`config.mk`:
```
export PLATFORM = sky130hd
export DESIGN_NAME = timed_cue_table_scheduler
export DESIGN_NICKNAME = d
export VERILOG_FILES = /design/src/sv/tcts_pkg.sv /design/src/sv/tcts_table.sv /design/src/sv/timed_cue_table_scheduler.sv
export SDC_FILE = /design/constraint.sdc
export NUM_CORES = 2
export LEC_CHECK = 0
export BUFFER_PORTS_ARGS = -buffer_cell sky130_fd_sc_hd__buf_2
export CORE_MARGIN = 2
export CORE_UTILIZATION = 54
export DETAILED_ROUTE_END_ITERATION = 7
export MAX_ROUTING_LAYER = met4
export PLACE_DENSITY_LB_ADDON = 0.1
export SETUP_SLACK_MARGIN = 0.2
export SLEW_MARGIN = 20
export SYNTH_ARGS = -nofsm -noshare
export SYNTH_HDL_FRONTEND = slang
export SYNTH_SLANG_ARGS = --single-unit
export TNS_END_PERCENT = 50
```
`constraint.sdc`:
```
create_clock -name clk_i -period 5.65 [get_ports clk_i]
set_clock_uncertainty 0.15 [all_clocks]
set_input_delay 0.8475 -clock clk_i [delete_from_list [all_inputs] [get_ports clk_i]]
set_output_delay 0.8475 -clock clk_i [all_outputs]
set_load 0.005 [all_outputs]
```
`src/sv/tcts_pkg.sv`:
```
package tcts_pkg;

  localparam int MAX_CUES_DEF = 32;
  localparam int CNT_W        = 6;
  localparam int IDX_W        = 5;
  localparam int ID_W         = 16;
  localparam int GRP_W        = 8;
  localparam int CFG_IDX_W    = 2;
  localparam int CFG_DATA_W   = 16;
  localparam int TIME_W       = 64;
  localparam int START_W      = 32;
  localparam int GWORD_W      = 16;
  localparam int MASK_BITS    = 12;
  localparam logic [11:0] VALUE_MASK = 12'h0FFF;

  typedef enum logic [1:0] {
    ACT_LOAD  = 2'd0,
    ACT_START = 2'd1,
    ACT_STOP  = 2'd2,
    ACT_TICK  = 2'd3
  } action_e;

  typedef enum logic [1:0] {
    OP_NONE     = 2'd0,
    OP_FILL     = 2'd1,
    OP_BLACKOUT = 2'd2
  } led_op_e;

  localparam logic [2:0] KIND_STOP     = 3'd0;
  localparam logic [2:0] KIND_FILL     = 3'd1;
  localparam logic [2:0] KIND_BLACKOUT = 3'd2;

  localparam logic [3:0] MODE_ALL       = 4'd0;
  localparam logic [3:0] MODE_ID        = 4'd1;
  localparam logic [3:0] MODE_GROUP     = 4'd2;
  localparam logic [3:0] MODE_MASK      = 4'd3;
  localparam logic [3:0] MODE_NOT_ID    = 4'd4;
  localparam logic [3:0] MODE_NOT_GROUP = 4'd5;
  localparam logic [3:0] MODE_NOT_MASK  = 4'd6;

  localparam logic [CFG_IDX_W-1:0] CFG_CUE_COUNT  = 2'd0;
  localparam logic [CFG_IDX_W-1:0] CFG_CONE_ID    = 2'd1;
  localparam logic [CFG_IDX_W-1:0] CFG_CONE_GROUP = 2'd2;

  typedef struct packed {
    logic [START_W-1:0] cue_time;
    logic [GWORD_W-1:0] group_word;
    logic [2:0]         kind;
    logic [7:0]         channel;
    logic [7:0]         red;
    logic [7:0]         green;
    logic [7:0]         blue;
  } cue_entry_t;

  typedef struct packed {
    logic [IDX_W-1:0] index;
    logic [1:0]       op;
    logic [2:0]       channel;
    logic [7:0]       red;
    logic [7:0]       green;
    logic [7:0]       blue;
  } cue_result_t;

  function automatic logic targets_me(input logic [GWORD_W-1:0] word,
                                      input logic [ID_W-1:0]    id,
                                      input logic [GRP_W-1:0]   grp);
    logic [3:0]  mode;
    logic [11:0] value;
    logic        in_mask;
    logic        hit;
    mode    = word[15:12];
    value   = word[11:0] & VALUE_MASK;
    in_mask = 1'b0;
    if (grp < GRP_W'(MASK_BITS)) begin
      in_mask = value[grp[3:0]];
    end
    case (mode)
      MODE_ALL:       hit = 1'b1;
      MODE_ID:        hit = (id == {4'b0, value});
      MODE_GROUP:     hit = ({4'b0, grp} == value);
      MODE_MASK:      hit = in_mask;
      MODE_NOT_ID:    hit = (id != {4'b0, value});
      MODE_NOT_GROUP: hit = ({4'b0, grp} != value);
      MODE_NOT_MASK:  hit = !in_mask;
      default:        hit = 1'b0;
    endcase
    return hit;
  endfunction

  function automatic cue_result_t make_result(input logic [IDX_W-1:0] idx,
                                              input cue_entry_t       e);
    cue_result_t r;
    r       = '0;
    r.index = idx;
    if ((e.kind == KIND_STOP || e.kind == KIND_FILL) &&
        e.channel >= 8'd1 && e.channel <= 8'd4) begin
      r.op      = OP_FILL;
      r.channel = e.channel[2:0];
      if (e.kind == KIND_FILL) begin
        r.red   = e.red;
        r.green = e.green;
        r.blue  = e.blue;
      end
    end else if (e.kind == KIND_BLACKOUT) begin
      r.op = OP_BLACKOUT;
    end
    return r;
  endfunction

endpackage

```
`src/sv/tcts_table.sv`:
```
module tcts_table #(
  parameter int DEPTH = tcts_pkg::MAX_CUES_DEF,
  parameter int AW    = 5
) (
  input  logic                 clk_i,
  input  logic                 wr_en_i,
  input  logic [AW-1:0]        wr_addr_i,
  input  tcts_pkg::cue_entry_t wr_data_i,
  input  logic                 rd_en_i,
  input  logic [AW-1:0]        rd_addr_i,
  output tcts_pkg::cue_entry_t rd_data_o
);
  import tcts_pkg::*;

  cue_entry_t mem_q [DEPTH];
  cue_entry_t rd_data_q;

  always_ff @(posedge clk_i) begin
    if (wr_en_i) begin
      mem_q[wr_addr_i] <= wr_data_i;
    end
  end

  always_ff @(posedge clk_i) begin
    if (rd_en_i) begin
      rd_data_q <= mem_q[rd_addr_i];
    end
  end

  assign rd_data_o = rd_data_q;

endmodule

```
`src/sv/timed_cue_table_scheduler.sv`:
```
// Timed cue scheduler. Every input word yields zero or more cue results followed by one
// closing result with last_o set. A tick while playing with a nonzero time scans the
// active entries of the cue table, one entry per cycle through the table RAM read port;
// the fired cues that target this unit are collected in a result RAM and then delivered
// one by one, each read through the states S_DR_ADDR, S_DR_LOAD and S_DR_WAIT, followed
// by the closing word, so that every result already carries the final playing flag
// and fired count. New input is stalled until the closing result has been taken.
module timed_cue_table_scheduler #(
  parameter int MAX_CUES = tcts_pkg::MAX_CUES_DEF
) (
  input  logic                             clk_i,
  input  logic                             rst_ni,
  input  logic                             cfg_valid_i,
  output logic                             cfg_ready_o,
  input  logic [tcts_pkg::CFG_IDX_W-1:0]   cfg_index_i,
  input  logic [tcts_pkg::CFG_DATA_W-1:0]  cfg_data_i,
  input  logic                             in_valid_i,
  output logic                             in_stall_o,
  input  logic [1:0]                       action_i,
  input  logic [tcts_pkg::IDX_W-1:0]       entry_index_i,
  input  logic [tcts_pkg::START_W-1:0]     cue_start_ms_i,
  input  logic [tcts_pkg::GWORD_W-1:0]     group_word_i,
  input  logic [2:0]                       cue_kind_i,
  input  logic [7:0]                       led_channel_in_i,
  input  logic [7:0]                       red_in_i,
  input  logic [7:0]                       green_in_i,
  input  logic [7:0]                       blue_in_i,
  input  logic [tcts_pkg::TIME_W-1:0]      time_ms_i,
  output logic                             out_valid_o,
  input  logic                             out_stall_i,
  output logic                             valid_res_o,
  output logic [tcts_pkg::IDX_W-1:0]       cue_index_o,
  output logic [1:0]                       led_op_o,
  output logic [2:0]                       led_channel_out_o,
  output logic [7:0]                       red_out_o,
  output logic [7:0]                       green_out_o,
  output logic [7:0]                       blue_out_o,
  output logic                             playing_now_o,
  output logic [tcts_pkg::CNT_W-1:0]       fired_total_out_o,
  output logic                             last_o
);
  import tcts_pkg::*;

  localparam int AW = (MAX_CUES > 1) ? $clog2(MAX_CUES) : 1;
  localparam int SW = $clog2(MAX_CUES + 1);

  typedef enum logic [2:0] {
    S_IDLE,
    S_SCAN,
    S_DR_ADDR,
    S_DR_LOAD,
    S_DR_WAIT,
    S_CLOSE,
    S_CL_WAIT
  } state_e;

  state_e              state_q;
  logic [CNT_W-1:0]    cue_count_q;
  logic [ID_W-1:0]     cone_id_q;
  logic [GRP_W-1:0]    cone_group_q;
  logic [MAX_CUES-1:0] fired_q;
  logic                playing_q;
  logic [CNT_W-1:0]    fired_total_q;
  logic [TIME_W-1:0]   music_start_q;
  logic [TIME_W-1:0]   elapsed_q;
  logic [SW-1:0]       sc_q;
  logic [SW-1:0]       rc_q;
  logic [SW-1:0]       rp_q;
  logic                pv_q;
  logic [AW-1:0]       pidx_q;
  logic                out_valid_q;
  logic                out_vres_q;
  logic                out_last_q;
  cue_result_t         out_res_q;
  cue_result_t         res_mem_q [MAX_CUES];
  cue_result_t         res_rd_q;

  logic        in_acc;
  logic        load_ok;
  logic [CNT_W-1:0] active_cnt;
  logic        issue;
  logic        due;
  logic        fire;
  logic        hit;
  cue_entry_t  tab_wdata;
  cue_entry_t  tab_rdata;
  cue_result_t res_wdata;

  assign cfg_ready_o = 1'b1;
  assign in_stall_o  = (state_q != S_IDLE);
  assign in_acc      = in_valid_i && !in_stall_o;
  assign load_ok     = ({1'b0, entry_index_i} < CNT_W'(MAX_CUES));
  assign active_cnt  = (cue_count_q > CNT_W'(MAX_CUES)) ? CNT_W'(MAX_CUES) : cue_count_q;
  assign issue       = (state_q == S_SCAN) && (CNT_W'(sc_q) < active_cnt);

  assign tab_wdata = '{cue_time: cue_start_ms_i, group_word: group_word_i,
                       kind: cue_kind_i, channel: led_channel_in_i,
                       red: red_in_i, green: green_in_i, blue: blue_in_i};

  tcts_table #(
    .DEPTH (MAX_CUES),
    .AW    (AW)
  ) u_table (
    .clk_i     (clk_i),
    .wr_en_i   (in_acc && action_e'(action_i) == ACT_LOAD && load_ok),
    .wr_addr_i (AW'(entry_index_i)),
    .wr_data_i (tab_wdata),
    .rd_en_i   (issue),
    .rd_addr_i (sc_q[AW-1:0]),
    .rd_data_o (tab_rdata)
  );

  assign due = (elapsed_q[TIME_W-1:START_W] != '0) ||
               (tab_rdata.cue_time <= elapsed_q[START_W-1:0]);
  assign fire = pv_q && !fired_q[pidx_q] && due;
  assign hit  = fire && targets_me(tab_rdata.group_word, cone_id_q, cone_group_q);
  assign res_wdata = make_result(IDX_W'(pidx_q), tab_rdata);

  always_ff @(posedge clk_i) begin
    if (hit) begin
      res_mem_q[rc_q[AW-1:0]] <= res_wdata;
    end
  end

  always_ff @(posedge clk_i) begin
    if (state_q == S_DR_ADDR) begin
      res_rd_q <= res_mem_q[rp_q[AW-1:0]];
    end
  end

  always_ff @(posedge clk_i or negedge rst_ni) begin
    if (!rst_ni) begin
      cue_count_q  <= '0;
      cone_id_q    <= '0;
      cone_group_q <= '0;
    end else if (cfg_valid_i && cfg_ready_o) begin
      case (cfg_index_i)
        CFG_CUE_COUNT:  cue_count_q  <= cfg_data_i[CNT_W-1:0];
        CFG_CONE_ID:    cone_id_q    <= cfg_data_i[ID_W-1:0];
        CFG_CONE_GROUP: cone_group_q <= cfg_data_i[GRP_W-1:0];
        default: ;
      endcase
    end
  end

  always_ff @(posedge clk_i or negedge rst_ni) begin
    if (!rst_ni) begin
      state_q       <= S_IDLE;
      fired_q       <= '0;
      playing_q     <= 1'b0;
      fired_total_q <= '0;
      music_start_q <= '0;
      elapsed_q     <= '0;
      sc_q          <= '0;
      rc_q          <= '0;
      rp_q          <= '0;
      pv_q          <= 1'b0;
      pidx_q        <= '0;
      out_valid_q   <= 1'b0;
      out_vres_q    <= 1'b0;
      out_last_q    <= 1'b0;
      out_res_q     <= '0;
    end else begin
      case (state_q)
        S_IDLE: begin
          if (in_acc) begin
            state_q <= S_CLOSE;
            case (action_e'(action_i))
              ACT_LOAD: begin
                if (load_ok) begin
                  fired_q[AW'(entry_index_i)] <= 1'b0;
                end
                fired_total_q <= '0;
                playing_q     <= 1'b0;
              end
              ACT_START: begin
                if (active_cnt != '0) begin
                  music_start_q <= time_ms_i;
                  fired_total_q <= '0;
                  fired_q       <= '0;
                  playing_q     <= 1'b1;
                end
              end
              ACT_STOP: begin
                playing_q <= 1'b0;
              end
              ACT_TICK: begin
                if (playing_q && time_ms_i != '0) begin
                  elapsed_q <= (time_ms_i > music_start_q) ? time_ms_i - music_start_q : '0;
                  sc_q      <= '0;
                  rc_q      <= '0;
                  pv_q      <= 1'b0;
                  state_q   <= S_SCAN;
                end
              end
              default: ;
            endcase
          end
        end
        S_SCAN: begin
          if (issue) begin
            sc_q   <= sc_q + 1'b1;
            pidx_q <= sc_q[AW-1:0];
            pv_q   <= 1'b1;
          end else begin
            pv_q <= 1'b0;
          end
          if (fire) begin
            fired_q[pidx_q] <= 1'b1;
            fired_total_q   <= fired_total_q + 1'b1;
          end
          if (hit) begin
            rc_q <= rc_q + 1'b1;
          end
          if (!issue && !pv_q) begin
            if (fired_total_q >= active_cnt) begin
              playing_q <= 1'b0;
            end
            rp_q    <= '0;
            state_q <= (rc_q == '0) ? S_CLOSE : S_DR_ADDR;
          end
        end
        S_DR_ADDR: begin
          state_q <= S_DR_LOAD;
        end
        S_DR_LOAD: begin
          out_res_q   <= res_rd_q;
          out_vres_q  <= 1'b1;
          out_last_q  <= 1'b0;
          out_valid_q <= 1'b1;
          state_q     <= S_DR_WAIT;
        end
        S_DR_WAIT: begin
          if (!out_stall_i) begin
            out_valid_q <= 1'b0;
            rp_q        <= rp_q + 1'b1;
            state_q     <= (rp_q + 1'b1 == rc_q) ? S_CLOSE : S_DR_ADDR;
          end
        end
        S_CLOSE: begin
          out_res_q   <= '0;
          out_vres_q  <= 1'b0;
          out_last_q  <= 1'b1;
          out_valid_q <= 1'b1;
          state_q     <= S_CL_WAIT;
        end
        S_CL_WAIT: begin
          if (!out_stall_i) begin
            out_valid_q <= 1'b0;
            state_q     <= S_IDLE;
          end
        end
        default: begin
          state_q <= S_IDLE;
        end
      endcase
    end
  end

  assign out_valid_o       = out_valid_q;
  assign valid_res_o       = out_vres_q;
  assign cue_index_o       = out_res_q.index;
  assign led_op_o          = out_res_q.op;
  assign led_channel_out_o = out_res_q.channel;
  assign red_out_o         = out_res_q.red;
  assign green_out_o       = out_res_q.green;
  assign blue_out_o        = out_res_q.blue;
  assign playing_now_o     = playing_q;
  assign fired_total_out_o = fired_total_q;
  assign last_o            = out_last_q;

endmodule

```
Word level (Yosys, flattened, before mapping)
Memory sizes are Yosys's and may differ from the RTL's. A register that Yosys moved wholly into a read port is not among the register bits.
Cells that the tools add are included.
{"block": "word_totals", "reg_bits": 261, "latchBits": 0, "mem_bits_rw": 3744, "romBits": 0, "input_bits": 177, "out_inout_bits": 46, "word_cells": 199, "n_memories": 2}
{"memory": "u_table.mem_q", "depth": 32, "word_bits": 83, "rd": 1, "rd_clocked_by_memory_dff": 1, "write_ports": 1, "line": "tcts_table.sv:15", "text": "cue_entry_t mem_q [DEPTH];"}
{"memory": "res_mem_q", "depth": 32, "word_bits": 34, "rd": 1, "rd_clocked_by_memory_dff": 1, "write_ports": 1, "line": "timed_cue_table_scheduler.sv:75", "text": "cue_result_t res_mem_q [MAX_CUES];"}
{"block": "op_classes", "add_sub_neg": 5, "n_mul": 0, "n_div": 0, "order_cmp": 13, "n_eq_ne": 38, "shifts": 0, "mux": 65, "bitwise": 3, "reduce_logical": 50}
{"cell": "32-bit one-hot mux with 2 select lines", "count": 2}
{"cell": "32-bit 2-to-1 mux", "count": 3}
{"cell": "34-bit one-hot mux with 2 select lines", "count": 1}
{"cell": "6-bit 2-to-1 mux", "count": 11}
{"cell": "64-bit > comparator", "count": 1}
{"cell": "64-bit 2-to-1 mux", "count": 1}
{"cell": "64-bit nonzero test", "count": 1}
{"cell": "64-bit subtractor", "count": 1}
{"cell": "6-bit one-hot mux with 2 select lines", "count": 5}
{"cell": "32-bit bitwise AND", "count": 1}
{"cell": "32-bit <= comparator", "count": 1}
{"cell": "32-bit NOT", "count": 1}
{"cell": "32-bit bitwise OR", "count": 1}
{"cell": "32-bit nonzero test", "count": 1}
{"cell": "27-bit 2-to-1 mux", "count": 1}
{"cell": "6-bit by 1-bit adder with 6-bit output, second input constant", "count": 4}
{"cell": "24-bit 2-to-1 mux", "count": 1}
{"cell": "3-bit 2-to-1 mux", "count": 8}
{"cell": "3-bit one-hot mux with 7 select lines", "count": 1}
{"cell": "1-bit 2-to-1 mux", "count": 18}
{"cell": "16-bit by 12-bit equality test with 1-bit output", "count": 1}
{"cell": "16-bit by 12-bit inequality test with 1-bit output", "count": 1}
{"cell": "2-bit inequality test, second input constant", "count": 8}
{"cell": "4-bit AND reduction", "count": 4}
{"cell": "44 further kinds", "count": 96}

Logic depth before layout (Yosys ltp)
{"block": "depth", "ltp_word": 9, "mapped_depth": 14, "depth_no_buf": 13}

By module
A second synthesis with hierarchy kept.
{"block": "unflattened", "cells_unflattened": 8457, "hier_area_um2": 162905.0}
{"module": "tcts_table", "n_inst": 1, "cells_per_inst": 4860, "area_each_um2": 103465.5}
{"module": "timed_cue_table_scheduler", "n_inst": 1, "cells_per_inst": 3597, "area_each_um2": 59439.5}

Worst setup path after synthesis
No wires, ideal clock.
{"block": "synth_path", "kind": "in2reg", "startpoint": "input entry_index_i[2] (netlist name)", "endpoint": "memory u_table.mem_q[5][0] (netlist name), enable pin", "arrival_time_ns": 5.077, "required_ns": 4.975, "setup_slack_ns": -0.102, "stages": 3, "n_path_buf": 1, "cell_sequence": "clkbuf_1 > or3b_2 > nor2_1"}
{"element": "from (decl)", "line": "timed_cue_table_scheduler.sv:20", "text": "input logic [tcts_pkg::IDX_W-1:0] entry_index_i,"}
{"element": "to (decl)", "line": "tcts_table.sv:15"}
Straight into the memory's write port.

Worst setup path after layout
{"block": "layout_path", "startpoint": "register pidx_q[0]", "endpoint": "memory res_mem_q[1][8] (netlist name), enable pin"}
{"block": "layout_between", "elab_chain_cells": 8}
{"element": "from (decl)", "line": "timed_cue_table_scheduler.sv:70", "text": "logic [AW-1:0] pidx_q;"}
{"element": "from (signal assigned)", "line": "timed_cue_table_scheduler.sv:203", "text": "pidx_q <= sc_q[AW-1:0];"}
{"element": "1-bit binary-select mux with 5-bit select", "line": "timed_cue_table_scheduler.sv:115", "text": "assign fire = pv_q && !fired_q[pidx_q] && due;"}
{"element": "1-bit 2-to-1 mux (implied by the code)", "line": "timed_cue_table_scheduler.sv:115"}
{"element": "1-bit logical NOT", "line": "timed_cue_table_scheduler.sv:115"}
{"element": "1-bit logical AND (2 in a row)", "line": "timed_cue_table_scheduler.sv:115"}
{"element": "1-bit logical AND", "line": "timed_cue_table_scheduler.sv:116", "text": "assign hit = fire && targets_me(tab_rdata.group_word, cone_id_q, cone_group_q);"}
{"element": "1-bit 2-to-1 mux", "line": "timed_cue_table_scheduler.sv:120", "text": "if (hit) begin"}
{"element": "1-bit 2-to-1 mux (implied by the code)", "line": "timed_cue_table_scheduler.sv:121", "text": "res_mem_q[rc_q[AW-1:0]] <= res_wdata;"}
{"element": "to (decl)", "line": "timed_cue_table_scheduler.sv:75"}
Every way passes these cells. The select of a mux whose other input is x is not followed.

==> flow_summary.yaml <==
pwr:
  peakVddDrop_uv: 590
  power.density_nw_per_um2: 456
  total_power_mw: 84.2
  p_leak_nw: 57.4
synth:
  synthTopCellsByArea: "edfxtp_1 71%, mux4_2 16%, dfrtp_1 4.0%"
  synthFlopType: "edfxtp_1"
  yosysWarningCount: 0
  synthTopCellsByCount: "3,861 x edfxtp_1, 1,181 x mux4_2, 306 x clkbuf_1"
  async_reset_ff_frac: 0.0633
  synthMuxAreaShare: 0.180
  synth-seq-cells: 4122
  synth.avg_cell_area_sq_um: 22.0
  synth_fp_nets: 7673
  synthCells: 7381
  synth-seq-area-share: 0.754
  synth_xor_xnor_area_share: 0.00442
  yosysTopAreaCell: "edfxtp_1"
  yosys.cell_types.count: 82
  post-synth-top-area-fraction: 0.714
  synth_simple_gate_area_share: 0.0184
  synth_edf_count: 3861
  synthAdderAreaFrac: 0.00890
  post-synth-top-count-cell: "edfxtp_1"
  netlist_area_sq_um: 162000
  synth_compound_gate_area_share: 0.0227
  synth_top_family_by_area: "multiplexers"
worst_hold_path:
  hp-class: "input pin to flop"
critical_path:
  r2r_end: "res_mem_q[1][8]"
  critical_path.startpoint: "pidx_q[0]"
  slowest_delay_ns: 0.78
  arrival_ns: 5.44
  reg2reg_depth: 10
  crit_fanout: 29
  worst-setup-path-type: "flop to flop"
  worstSetupStartpointType: "flop"
  worstSetupEndpoint: "res_mem_q[1][8]"
  path_common_cell: "a22o_1"
  reg2reg_slack_ns: 0.69
  crit_path_cell_trace: "mux4_2 > mux2_2 > a22o_1 > a22o_1 > or4_1 > inv_1 > nand2_1 > nor2_2 > and3_2 > buf_12"
  worstReg2RegStart: "pidx_q[0]"
  endpoint_kind: "flop"
  worstPathRequired_ns: 6.13
  cpMaxStageDelayCell: "and3_2"
global_routing:
  grtUsageTotal: 0.267
  grt_max_degree: 148
  gr-total-overflow: 0
  grt_pass1_wl_mm: 571
  antenna_found_initial: 58
  grt_pass1_vias: 79700
floorplan:
  top_level_ports: 223
  die_h_um: 553
  rows: 201
  core_area_sq_um: 300000
  die_w_um: 553
  die_area_sq_um: 305000
  initial_core_util: 0.542
detailed_routing:
  ant_nets: 0
  vias: 78300
  viasPerCell: 6.40
  drt_iter0_markers: 9192
  drt_first_pass_iters: 6
  routed_wl_mm: 393
  avgRoutedWirePerCell_um: 32.1
  drcViolationCount: 0
final_layout:
  ff_latch_area_sq_um: 123000
  nFillCells: 20400
  multi_input_area_sq_um: 38400
  nets: 8194
  area_growth_pct: 13.6
  drive_gt1_frac: 0.300
sta:
  fin_crit_sh: 0.878
  tightest_slew_ns: 1.10
  drv_slew: 0
  setup_violations: 0
  slew_headroom: 0.263
  hold_violations: 0
  period_needed_ns: 4.96
  hold_ws_ns: 0.0687
  fmax_mhz: 202
  rsz0062_at_grt: "false"
place:
  port-buffer-count: 221
  gp_congestion: 0.841
  dp_hpwl_mm: 214
status:
  status: "complete, no violations"
clock_network:
  cts_tree: "done"
  clock_latency_ns: 0.97
  cts_resized: 0
  cts_buffers: 422
  htree_num_levels: 5
  path_clk_slew_ns: 0.06
  cts.path.max_buffers: 4
  root_buffer: "clkbuf_16"
  clock-sinks: 4122
job:
  cap_violations: 0
## cell type report
cell class | count | area share
diodes | 28 | 0.000380
clock buffers | 511 | 0.0602
clock inverters | 266 | 0.0136
inverters | 131 | 0.00273
multi-input cells | 2744 | 0.208
flip-flops and latches | 4122 | 0.664
well taps | 3958 | 0.0268
repair buffers | 481 | 0.0244
## power by group
group | total (mW) | switching (mW) | internal (mW)
Combinational | 21.1 | 11.2 | 9.93
Sequential | 35.8 | 1.06 | 34.7
Clock | 27.4 | 11.6 | 15.8
Total | 84.2 | 23.8 | 60.5
## registers in the layout, summed over array words and instances, names as in the netlist, 6 cells and up
signal / cells
res_mem_q: 1088
fired_total_out_o: 6
fired_q: 32
sc_q: 6
res_rd_q: 34
green_out_o: 8
cone_group_q: 8
blue_out_o: 8
red_out_o: 8
cue_count_q: 6
music_start_q: 64
cone_id_q: 16
rp_q: 6
rc_q: 6
u_table.rd_data_o: 83
elapsed_q: 64
u_table.mem_q: 2656
## critical path: cells and delay by family (launching register included)
kind | cells | cell delay, ns
buffers and inverters | 2 | 0.38
and+or+nand+nor | 4 | 2.07
AOI/OAI and AO/OA | 2 | 0.43
DFF | 1 | 0.74
muxes | 2 | 0.86
## what timing repair did
| action | 4_1_cts | 5_1_grt |
|---|---|---|
| endpoints found under the hold margin | 107 | 0 |
| hold buffers | 69 | 0 |
| buffers inserted | 0 | 0 |
| endpoints found under the setup margin | 0 | 0 |
## cell families after synthesis
logic type / count (synthesis)
flip-flops: 4122
multiplexers: 1413
AND/OR/NAND/NOR: 580
AO/OA/AOI/OAI: 553
buffers and inverters: 515
adder cells (fa/ha/maj): 115
XOR/XNOR: 82
other: 1
## per-layer routing
| layer | part of all wire | global-route usage | wire length (um) |
|---|---|---|---|
| met5 | 0 | - | 0 |
| met3 | 0.068 | 0.0393 | 26900 |
| met4 | 0.023 | 0.0613 | 9110 |
| met2 | 0.49 | 0.417 | 193000 |
| met1 | 0.42 | 0.376 | 164000 |
## stage by stage
step / worst slack [ns] / TNS (ns) / std cells / utilization / instance area [sq um]
2_1_floorplan: -0.102 / -149.21 / 7381 / - / 162000
3_3_place_gp: 0.770 / 0 / 11400 / 0.568 / 170000
3_5_place_dp: 0.732 / 0 / 11400 / 0.568 / 170000
4_1_cts: 0.726 / 0 / 12200 / 0.616 / 184000
5_1_grt: 0.483 / 0 / 12200 / 0.616 / 185000
6_report: 0.691 / 0 / 12200 / 0.616 / 185000
## how the worst min path moves through the flow
stage          slack (ns)          start                 to  depth (start not counted)
2_1_floorplan        0.30  elapsed_q[59]      elapsed_q[59]                          2
6_report             0.07  time_ms_i[35]  music_start_q[35]                          2
4_1_cts            0.0003  time_ms_i[35]  music_start_q[35]                          2
3_5_place_dp         0.31   res_rd_q[31]     cue_index_o[2]                          1
3_3_place_gp         0.31   res_rd_q[14]     green_out_o[6]                          1
5_1_grt              0.05  time_ms_i[35]  music_start_q[35]                          2
## cells in the final DEF, fill, tap and decap left out, types with 72 or more instances in the layout
cell	instances
a21oi_1	125
buf_12	100
buf_2	220
buf_4	90
clkbuf_1	75
clkbuf_16	428
clkinv_1	101
clkinv_2	89
dfrtp_1	252
edfxtp_1	3861
ha_1	114
inv_1	128
mux2_2	150
mux4_2	1181
nand2_1	143
nor2_1	72
No activity file was read; power rests on OpenSTA's default activity.
